<file path="src/rtl/thermal_printhead_strobe_sequencer_top_defines.svh">
// ----------------------------------------------------------------------------
// Thermal printhead strobe sequencer: assertion macros
// Shared concurrent assertion forms, sampled on clk and disabled in reset.
// ----------------------------------------------------------------------------
`ifndef THERMAL_PRINTHEAD_STROBE_SEQUENCER_TOP_DEFINES_SVH
`define THERMAL_PRINTHEAD_STROBE_SEQUENCER_TOP_DEFINES_SVH

// same-cycle implication
`define TPSS_ASSERT_NOW(label, ante, cons, msg) \
    label: assert property (@(posedge clk) disable iff (!rst_n) (ante) |-> (cons)) \
        else $error(msg);

// next-cycle implication
`define TPSS_ASSERT_NEXT(label, ante, cons, msg) \
    label: assert property (@(posedge clk) disable iff (!rst_n) (ante) |=> (cons)) \
        else $error(msg);

`endif

</file>
<file path="src/rtl/tpss_pkg.sv">
// ----------------------------------------------------------------------------
// Thermal printhead strobe sequencer package
// Commands, phase encodings, register indexes and derived sizes.
// ----------------------------------------------------------------------------
package tpss_pkg;

    localparam int LINE_BYTES  = 48;
    localparam int CHUNK_BYTES = 12;
    localparam int MAX_LINES   = 4096;

    localparam int CHUNKS_RAW  = (LINE_BYTES + CHUNK_BYTES - 1) / CHUNK_BYTES;
    localparam int CHUNKS_INT  = (CHUNKS_RAW > 4) ? 4 : ((CHUNKS_RAW < 1) ? 1 : CHUNKS_RAW);
    localparam int LINE_CAP_INT = (MAX_LINES > 4096) ? 4096 : MAX_LINES;

    localparam logic [2:0]  CHUNKS   = 3'(CHUNKS_INT);
    localparam logic [12:0] LINE_CAP = 13'(LINE_CAP_INT);

    localparam logic [1:0] CMD_TICK  = 2'd0;
    localparam logic [1:0] CMD_START = 2'd1;
    localparam logic [1:0] CMD_DONE  = 2'd2;
    localparam logic [1:0] CMD_STOP  = 2'd3;

    localparam logic [2:0] CFG_LATCH_US    = 3'd0;
    localparam logic [2:0] CFG_HEATER_US   = 3'd1;
    localparam logic [2:0] CFG_GAP_US      = 3'd2;
    localparam logic [2:0] CFG_FEED_INTV   = 3'd3;
    localparam logic [2:0] CFG_FEED_COUNT  = 3'd4;

    localparam logic [2:0] PHASE_IDLE  = 3'd0;
    localparam logic [2:0] PHASE_SEND  = 3'd1;
    localparam logic [2:0] PHASE_LATCH = 3'd2;
    localparam logic [2:0] PHASE_HEAT  = 3'd3;
    localparam logic [2:0] PHASE_GAP   = 3'd4;
    localparam logic [2:0] PHASE_FEED  = 3'd5;

    typedef enum logic [5:0] {
        PH_IDLE  = 6'b000001,
        PH_SEND  = 6'b000010,
        PH_LATCH = 6'b000100,
        PH_HEAT  = 6'b001000,
        PH_GAP   = 6'b010000,
        PH_FEED  = 6'b100000
    } phase_t;

    function automatic logic [2:0] phase_code(input phase_t ph);
        logic [2:0] code;
        case (ph)
            PH_SEND:  code = PHASE_SEND;
            PH_LATCH: code = PHASE_LATCH;
            PH_HEAT:  code = PHASE_HEAT;
            PH_GAP:   code = PHASE_GAP;
            PH_FEED:  code = PHASE_FEED;
            default:  code = PHASE_IDLE;
        endcase
        return code;
    endfunction

endpackage

</file>
<file path="src/rtl/thermal_printhead_strobe_sequencer_top.sv">
// Path: an accepted input beat goes through the input, then the result register.
// Throughput: one beat per cycle while out_stall is low; the sequencer state
//   register updates once per item as it moves from input to result register.
// Reset: asynchronous rst_n clears the job state and both pipeline valids and
//   loads the timing registers with their defaults.
// ----------------------------------------------------------------------------
// Thermal printhead strobe sequencer
// Sequences chunk send, latch, heat, gap and extra feed phases per tick or event beat.
// ----------------------------------------------------------------------------
`include "thermal_printhead_strobe_sequencer_top_defines.svh"

module thermal_printhead_strobe_sequencer_top
(
    input  logic        clk,
    input  logic        rst_n,

    input  logic        in_valid,
    output logic        in_stall,
    input  logic [1:0]  cmd,
    input  logic [12:0] line_count,
    input  logic        paper_absent,

    output logic        out_valid,
    input  logic        out_stall,
    output logic        latch_low,
    output logic        heater_on,
    output logic        send_valid,
    output logic [11:0] send_line,
    output logic [1:0]  send_chunk,
    output logic        motor_stop,
    output logic        start_rejected,
    output logic [2:0]  phase,

    input  logic        cfg_valid,
    output logic        cfg_ready,
    input  logic [2:0]  cfg_index,
    input  logic [15:0] cfg_data
);

    logic [15:0] latch_us_reg;
    logic [15:0] heater_us_reg;
    logic [15:0] gap_us_reg;
    logic [15:0] feed_intv_reg;
    logic [15:0] feed_count_reg;

    logic        s1_valid_reg;
    logic [1:0]  s1_cmd_reg;
    logic [12:0] s1_count_reg;
    logic        s1_paper_absent_reg;

    tpss_pkg::phase_t phase_reg, phase_next;
    logic [15:0] time_left_reg, time_left_next;
    logic [11:0] line_index_reg, line_index_next;
    logic [1:0]  chunk_index_reg, chunk_index_next;
    logic [12:0] total_lines_reg, total_lines_next;
    logic [15:0] feed_left_reg, feed_left_next;

    logic        out_valid_reg;
    logic        latch_low_reg;
    logic        heater_on_reg;
    logic        send_valid_reg;
    logic [11:0] send_line_reg;
    logic [1:0]  send_chunk_reg;
    logic        motor_stop_reg;
    logic        start_rejected_reg;
    logic [2:0]  phase_out_reg;

    logic        advance;
    logic        fire;
    logic        send;
    logic        stop_pulse;
    logic        rejected;
    logic [12:0] count_clamped;
    logic [15:0] feed_dec;

    assign cfg_ready = 1'b1;
    assign advance   = !out_valid_reg || !out_stall;
    assign fire      = s1_valid_reg && advance;
    assign in_stall  = s1_valid_reg && !advance;

    always_ff @(posedge clk or negedge rst_n)
    begin
        if (!rst_n)
        begin
            latch_us_reg   <= 16'd2;
            heater_us_reg  <= 16'd6500;
            gap_us_reg     <= 16'd150;
            feed_intv_reg  <= 16'd2000;
            feed_count_reg <= 16'd1200;
        end
        else if (cfg_valid && cfg_ready)
        begin
            case (cfg_index)
                tpss_pkg::CFG_LATCH_US:   latch_us_reg   <= cfg_data;
                tpss_pkg::CFG_HEATER_US:  heater_us_reg  <= cfg_data;
                tpss_pkg::CFG_GAP_US:     gap_us_reg     <= cfg_data;
                tpss_pkg::CFG_FEED_INTV:  feed_intv_reg  <= cfg_data;
                tpss_pkg::CFG_FEED_COUNT: feed_count_reg <= cfg_data;
                default: ;
            endcase
        end
    end

    // input register
    always_ff @(posedge clk or negedge rst_n)
    begin
        if (!rst_n)
        begin
            s1_valid_reg <= 1'b0;
        end
        else if (in_valid && !in_stall)
        begin
            s1_valid_reg <= 1'b1;
        end
        else if (advance)
        begin
            s1_valid_reg <= 1'b0;
        end
    end

    always_ff @(posedge clk)
    begin
        if (in_valid && !in_stall)
        begin
            s1_cmd_reg          <= cmd;
            s1_count_reg        <= line_count;
            s1_paper_absent_reg <= paper_absent;
        end
    end

    assign count_clamped = (s1_count_reg > tpss_pkg::LINE_CAP) ? tpss_pkg::LINE_CAP
                                                               : s1_count_reg;
    assign feed_dec = feed_left_reg - 16'd1;

    always_comb
    begin
        phase_next       = phase_reg;
        time_left_next   = time_left_reg;
        line_index_next  = line_index_reg;
        chunk_index_next = chunk_index_reg;
        total_lines_next = total_lines_reg;
        feed_left_next   = feed_left_reg;
        send             = 1'b0;
        stop_pulse       = 1'b0;
        rejected         = 1'b0;

        case (s1_cmd_reg)
            tpss_pkg::CMD_START:
            begin
                if (s1_paper_absent_reg || (s1_count_reg == 13'd0))
                begin
                    rejected = 1'b1;
                end
                else
                begin
                    phase_next       = tpss_pkg::PH_SEND;
                    time_left_next   = 16'd0;
                    line_index_next  = 12'd0;
                    chunk_index_next = 2'd0;
                    total_lines_next = count_clamped;
                    feed_left_next   = 16'd0;
                    send             = 1'b1;
                end
            end
            tpss_pkg::CMD_DONE:
            begin
                if (phase_reg == tpss_pkg::PH_SEND)
                begin
                    phase_next     = tpss_pkg::PH_LATCH;
                    time_left_next = latch_us_reg;
                end
            end
            tpss_pkg::CMD_STOP:
            begin
                phase_next       = tpss_pkg::PH_IDLE;
                time_left_next   = 16'd0;
                line_index_next  = 12'd0;
                chunk_index_next = 2'd0;
                total_lines_next = 13'd0;
                feed_left_next   = 16'd0;
            end
            default:
            begin
                if (phase_reg inside {tpss_pkg::PH_LATCH, tpss_pkg::PH_HEAT,
                                      tpss_pkg::PH_GAP, tpss_pkg::PH_FEED})
                begin
                    if (time_left_reg > 16'd1)
                    begin
                        time_left_next = time_left_reg - 16'd1;
                    end
                    else if (phase_reg == tpss_pkg::PH_FEED)
                    begin
                        if (feed_dec != 16'd0)
                        begin
                            feed_left_next = feed_dec;
                            time_left_next = feed_intv_reg;
                        end
                        else
                        begin
                            stop_pulse       = 1'b1;
                            phase_next       = tpss_pkg::PH_IDLE;
                            time_left_next   = 16'd0;
                            line_index_next  = 12'd0;
                            chunk_index_next = 2'd0;
                            total_lines_next = 13'd0;
                            feed_left_next   = 16'd0;
                        end
                    end
                    else if (s1_paper_absent_reg)
                    begin
                        phase_next     = tpss_pkg::PH_FEED;
                        feed_left_next = feed_count_reg;
                        time_left_next = feed_intv_reg;
                    end
                    else if (phase_reg == tpss_pkg::PH_LATCH)
                    begin
                        phase_next     = tpss_pkg::PH_HEAT;
                        time_left_next = heater_us_reg;
                    end
                    else if (phase_reg == tpss_pkg::PH_HEAT)
                    begin
                        phase_next     = tpss_pkg::PH_GAP;
                        time_left_next = gap_us_reg;
                    end
                    else if (({1'b0, chunk_index_reg} + 3'd1) < tpss_pkg::CHUNKS)
                    begin
                        chunk_index_next = chunk_index_reg + 2'd1;
                        phase_next       = tpss_pkg::PH_SEND;
                        send             = 1'b1;
                    end
                    else if (({1'b0, line_index_reg} + 13'd1) < total_lines_reg)
                    begin
                        line_index_next  = line_index_reg + 12'd1;
                        chunk_index_next = 2'd0;
                        phase_next       = tpss_pkg::PH_SEND;
                        send             = 1'b1;
                    end
                    else
                    begin
                        phase_next     = tpss_pkg::PH_FEED;
                        feed_left_next = feed_count_reg;
                        time_left_next = feed_intv_reg;
                    end
                end
            end
        endcase
    end

    // advance sequencer state
    always_ff @(posedge clk or negedge rst_n)
    begin
        if (!rst_n)
        begin
            phase_reg       <= tpss_pkg::PH_IDLE;
            time_left_reg   <= 16'd0;
            line_index_reg  <= 12'd0;
            chunk_index_reg <= 2'd0;
            total_lines_reg <= 13'd0;
            feed_left_reg   <= 16'd0;
        end
        else if (fire)
        begin
            phase_reg       <= phase_next;
            time_left_reg   <= time_left_next;
            line_index_reg  <= line_index_next;
            chunk_index_reg <= chunk_index_next;
            total_lines_reg <= total_lines_next;
            feed_left_reg   <= feed_left_next;
        end
    end

    // result register
    always_ff @(posedge clk or negedge rst_n)
    begin
        if (!rst_n)
        begin
            out_valid_reg <= 1'b0;
        end
        else if (advance)
        begin
            out_valid_reg <= s1_valid_reg;
        end
    end

    always_ff @(posedge clk)
    begin
        if (fire)
        begin
            latch_low_reg      <= (phase_next == tpss_pkg::PH_LATCH);
            heater_on_reg      <= (phase_next == tpss_pkg::PH_LATCH) ||
                                  (phase_next == tpss_pkg::PH_HEAT);
            send_valid_reg     <= send;
            send_line_reg      <= send ? line_index_next : 12'd0;
            send_chunk_reg     <= send ? chunk_index_next : 2'd0;
            motor_stop_reg     <= stop_pulse;
            start_rejected_reg <= rejected;
            phase_out_reg      <= tpss_pkg::phase_code(phase_next);
        end
    end

    assign out_valid      = out_valid_reg;
    assign latch_low      = latch_low_reg;
    assign heater_on      = heater_on_reg;
    assign send_valid     = send_valid_reg;
    assign send_line      = send_line_reg;
    assign send_chunk     = send_chunk_reg;
    assign motor_stop     = motor_stop_reg;
    assign start_rejected = start_rejected_reg;
    assign phase          = phase_out_reg;

    `TPSS_ASSERT_NOW(a_latch_heats, out_valid && latch_low, heater_on,
        "latch low without heater on")
    `TPSS_ASSERT_NOW(a_send_phase, out_valid && send_valid, phase == tpss_pkg::PHASE_SEND,
        "chunk request outside sending phase")
    `TPSS_ASSERT_NOW(a_stop_idle, out_valid && motor_stop, phase == tpss_pkg::PHASE_IDLE,
        "motor stop pulse without return to idle")
    `TPSS_ASSERT_NOW(a_reject_quiet, out_valid && start_rejected, !send_valid && !motor_stop,
        "rejected start produced a request or stop")
    `TPSS_ASSERT_NEXT(a_stall_holds, in_stall, s1_valid_reg,
        "input register lost a stalled beat")

endmodule

</file>
<file path="config.mk">
export PLATFORM = sky130hd
export DESIGN_NAME = thermal_printhead_strobe_sequencer_top
export DESIGN_NICKNAME = d
export VERILOG_FILES = /design/src/rtl/tpss_pkg.sv /design/src/rtl/thermal_printhead_strobe_sequencer_top.sv
export VERILOG_INCLUDE_DIRS = /design/src /design/src/rtl
export SDC_FILE = /design/constraint.sdc
export NUM_CORES = 1
export LEC_CHECK = 0
export BUFFER_PORTS_ARGS = -buffer_cell sky130_fd_sc_hd__buf_4
export CAP_MARGIN = 20
export CORE_MARGIN = 8
export CORE_UTILIZATION = 33
export CTS_CLUSTER_SIZE = 30
export DETAILED_ROUTE_END_ITERATION = 6
export GPL_TIMING_DRIVEN = 1
export PLACE_DENSITY_LB_ADDON = 0.2
export SYNTH_ARGS = -nofsm -noshare
export SYNTH_HDL_FRONTEND = slang
export SYNTH_SLANG_ARGS = --single-unit
</file>
<file path="constraint.sdc">
create_clock -name clk -period 6.2 [get_ports clk]
set_clock_uncertainty 0.1 [all_clocks]
set_input_delay 1.24 -clock clk [delete_from_list [all_inputs] [get_ports clk]]
set_output_delay 1.24 -clock clk [all_outputs]
set_load 0.05 [all_outputs]
</file>
==> results_dict.tcl <==
set metrics [dict create \
    status "complete, no violations" \
    netlist_instances 934 \
    fin_tns_setup_ns 0 \
    worst_slack_ns 1.456 \
    tritoncts "built" \
    vias 7654 \
    worstPathArrival_ns 4.89 \
    max_cap_viol_count 0 \
    reg2reg_depth 15 \
    final-hold-violation-count 0 \
    startpoint_type "flip-flop" \
    drt-initial-drc-count 712 \
    drc 0 \
    synth_edf_count 37 \
    synth_top_area_cell "dfrtp_1" \
    netlist_area_mm2 0.009945 \
    root_buffer "clkbuf_16" \
    p_leak_uw 0.004713 \
    reg2reg_from "line_index_reg[0]" \
    wire_per_inst_um 19.74 \
    yosys_warnings 0 \
    synthArstFlopShare 0.7989 \
    syn_area_per_cell_um2 10.65 \
    tightest_slew_ns 1.049 \
    cts_buffer_depth 2 \
    setup_viol 0 \
    seq_area_frac_synth 0.4844 \
    ios 65 \
    syn_nets 996 \
    clockPowerShare 0.271 \
    grt_pass1_vias 7624 \
    core-area_mm2 0.02964 \
    synth_cell_types 87 \
    slew_headroom 0.3006 \
    antenna_found_initial 0 \
    dieArea_mm2 0.03595 \
    period_share 0.7652 \
    clock_latency_ns 0.44 \
    dp_hpwl_mm 19.32 \
    pwr-share-seq 0.435 \
    initial_core_util 0.3355 \
    viasPerCell 5.550 \
    grt_pass1_wl_mm 43.70 \
    p_int_uw 2492 \
    postCtsSetupRepairBufs 0 \
    synthTopCellsByCount "dfrtp_1, mux2_2, nand2_1" \
    grt_max_degree 105 \
    cts_resized 0 \
    die_h_um 189.6 \
    combPwrFrac 0.294 \
    areaGrowthSynthToFinish_pct 13.74 \
    track_usage 0.1538 \
    critPathRequiredTime_ns 6.34 \
    grt_overflow_total 0 \
    portBuffers 63 \
    rsz0062_at_grt "no" \
    clk_pin_slew_ns 0.07 \
    ys_ff_latch 184 \
    p_sw_frac 0.3532 \
    crit_type "reg2reg" \
    peakVddDrop_mv 0.1850 \
    diodes 0 \
    path_max_fanout 11 \
    ys.flop_type "dfrtp_1" \
    drv_slew 0 \
    crit_end "send_line[2]" \
    wl_mm 27.22 \
    drt-pass1-iter-count 5 \
    yosysMostFrequentCell "dfrtp_1" \
    hp-class "reg2reg" \
    clock.fmax_mhz 210.8 \
    min_period_ns 4.744 \
    synthTopCellsByArea "dfrtp_1, edfxtp_1, mux2_2" \
    nNetsFinal 1038 \
    rrSetupSlack_ns 1.46 \
    end_kind "flip-flop" \
    cellPowerDensity_mw_per_mm2 340.6 \
    dieWidth_um 189.6 \
    cp-startpoint "line_index_reg[0]" \
    hold_buffers 0 \
    globalplace.congestion 0.8651 \
    p_sw_uw 1361 \
    cts_htree_levels 4 \
    numClockSinks 184 \
    ant_nets 0 \
    rows 63 \
    pre_cts_slack_ns 1.466 \
    synth_top_cell_area_share 0.3145 \
    cts_buffers 17 \
    drive_above_1_share 0.2568 \
    timing.rr.end "send_line[2]" \
]
[layer usage]
| layer | vias to the layer above | wire (um) | track usage |
|---|---|---|---|
| li1 | 3610 | - | - |
| met1 | 3795 | 12530 | 0.2072 |
| met2 | 219 | 12930 | 0.2455 |
| met3 | 30 | 1340 | 0.03259 |
| met4 | 0 | 418 | 0.04600 |
| met5 | - | 0 | 0 |
[worst min-delay path by stage]
stage | slack (ns) | start | cells after the start | endpoint
after floorplan | 0.34 | total_lines_reg[0] | 2 | total_lines_reg[0]
after CTS | 0.39 | total_lines_reg[9] | 2 | total_lines_reg[9]
after global routing | 0.41 | total_lines_reg[9] | 2 | total_lines_reg[9]
after global placement | 0.37 | s1_valid_reg | 1 | out_valid
after detailed placement | 0.37 | total_lines_reg[9] | 2 | total_lines_reg[9]
final | 0.38 | total_lines_reg[1] | 2 | total_lines_reg[1]
[worst max-delay path: stages (launching register included)]
cell and delay (ns):
dfrtp_1 0.47, ha_1 0.26, and3_1 0.25, and3_1 0.27
and3_1 0.25, nand3_1 0.11, xnor2_1 0.22, ha_1 0.28
and4_1 0.18, and2_1 0.17, a22o_1 0.19, a2111oi_1 0.70
a21oi_1 0.42, nor2_1 0.42, o21ai_0 0.15, o31ai_1 0.10
[metrics by stage]
| stage | util | instance area, um^2 | cells | power (uW) | hold slack [ns] |
|---|---|---|---|---|---|
| 3_3_place_gp | 0.3627 | 10750 | 1346 | 2820 | 0.3683 |
| 5_1_grt | 0.3816 | 11310 | 1379 | 4090 | 0.4064 |
| 3_5_place_dp | 0.3627 | 10750 | 1346 | 2829 | 0.3713 |
| 4_1_cts | 0.3815 | 11310 | 1378 | 3891 | 0.3863 |
| 2_1_floorplan | - | 9945 | 934 | 2516 | 0.3424 |
| 6_report | 0.3816 | 11310 | 1379 | 3852 | 0.3828 |
[cells by family (layout without fill, tap and decap cells)]
logic type / count (synthesis) / in the layout / share of synthesized area
flops: 184 / 184 / 0.4844
fa+ha+maj: 22 / 22 / 0.02768
other cells: 1 / 1 / 0.0003771
simple gates: 292 / 292 / 0.1585
compound gates: 236 / 236 / 0.1685
xor+xnor: 27 / 27 / 0.02378
mux: 84 / 84 / 0.09512
buf+inv: 88 / 143 / 0.04164
[layout by cell type (no fill, tap or decap), types with 6 or more instances in the layout]
cell / count
dfrtp_1: 125
mux2_2: 84
nand2_1: 78
buf_4: 75
o21ai_0: 52
a21oi_1: 48
nor2_1: 46
edfxtp_1: 37
inv_1: 33
nor3_1: 25
nand3_1: 23
ha_1: 22
dfstp_2: 22
and3_1: 18
nor4_1: 18
clkbuf_16: 17
xor2_1: 16
a211oi_1: 16
a222oi_1: 16
or3_1: 12
xnor2_1: 11
and3_2: 11
a31oi_1: 11
and2_1: 10
a211o_1: 9
o31ai_1: 8
nand4_1: 6
a21o_1: 6
o2bb2ai_1: 6
[final cells by class]
class / count / area, um^2
Tap cell: 390 / 488.0
Clock buffer: 20 / 446.7
Fill cell: 2979 / 18330
Inverter: 34 / 127.6
Multi-Input combinational cell: 662 / 4743
Clock inverter: 12 / 108.9
Sequential cell: 184 / 4817
Timing Repair Buffer: 77 / 579.3
[power groups by stage]
stage	sequential (uW)	clock, uW	combinational (uW)
final	1680	1050	1130
after CTS	1670	1080	1140
after detailed placement	1700	0	1130
after floorplan	1650	0	864
after global routing	1710	1120	1260
after global placement	1690	0	1130
Power figures use the tool's default switching activity.
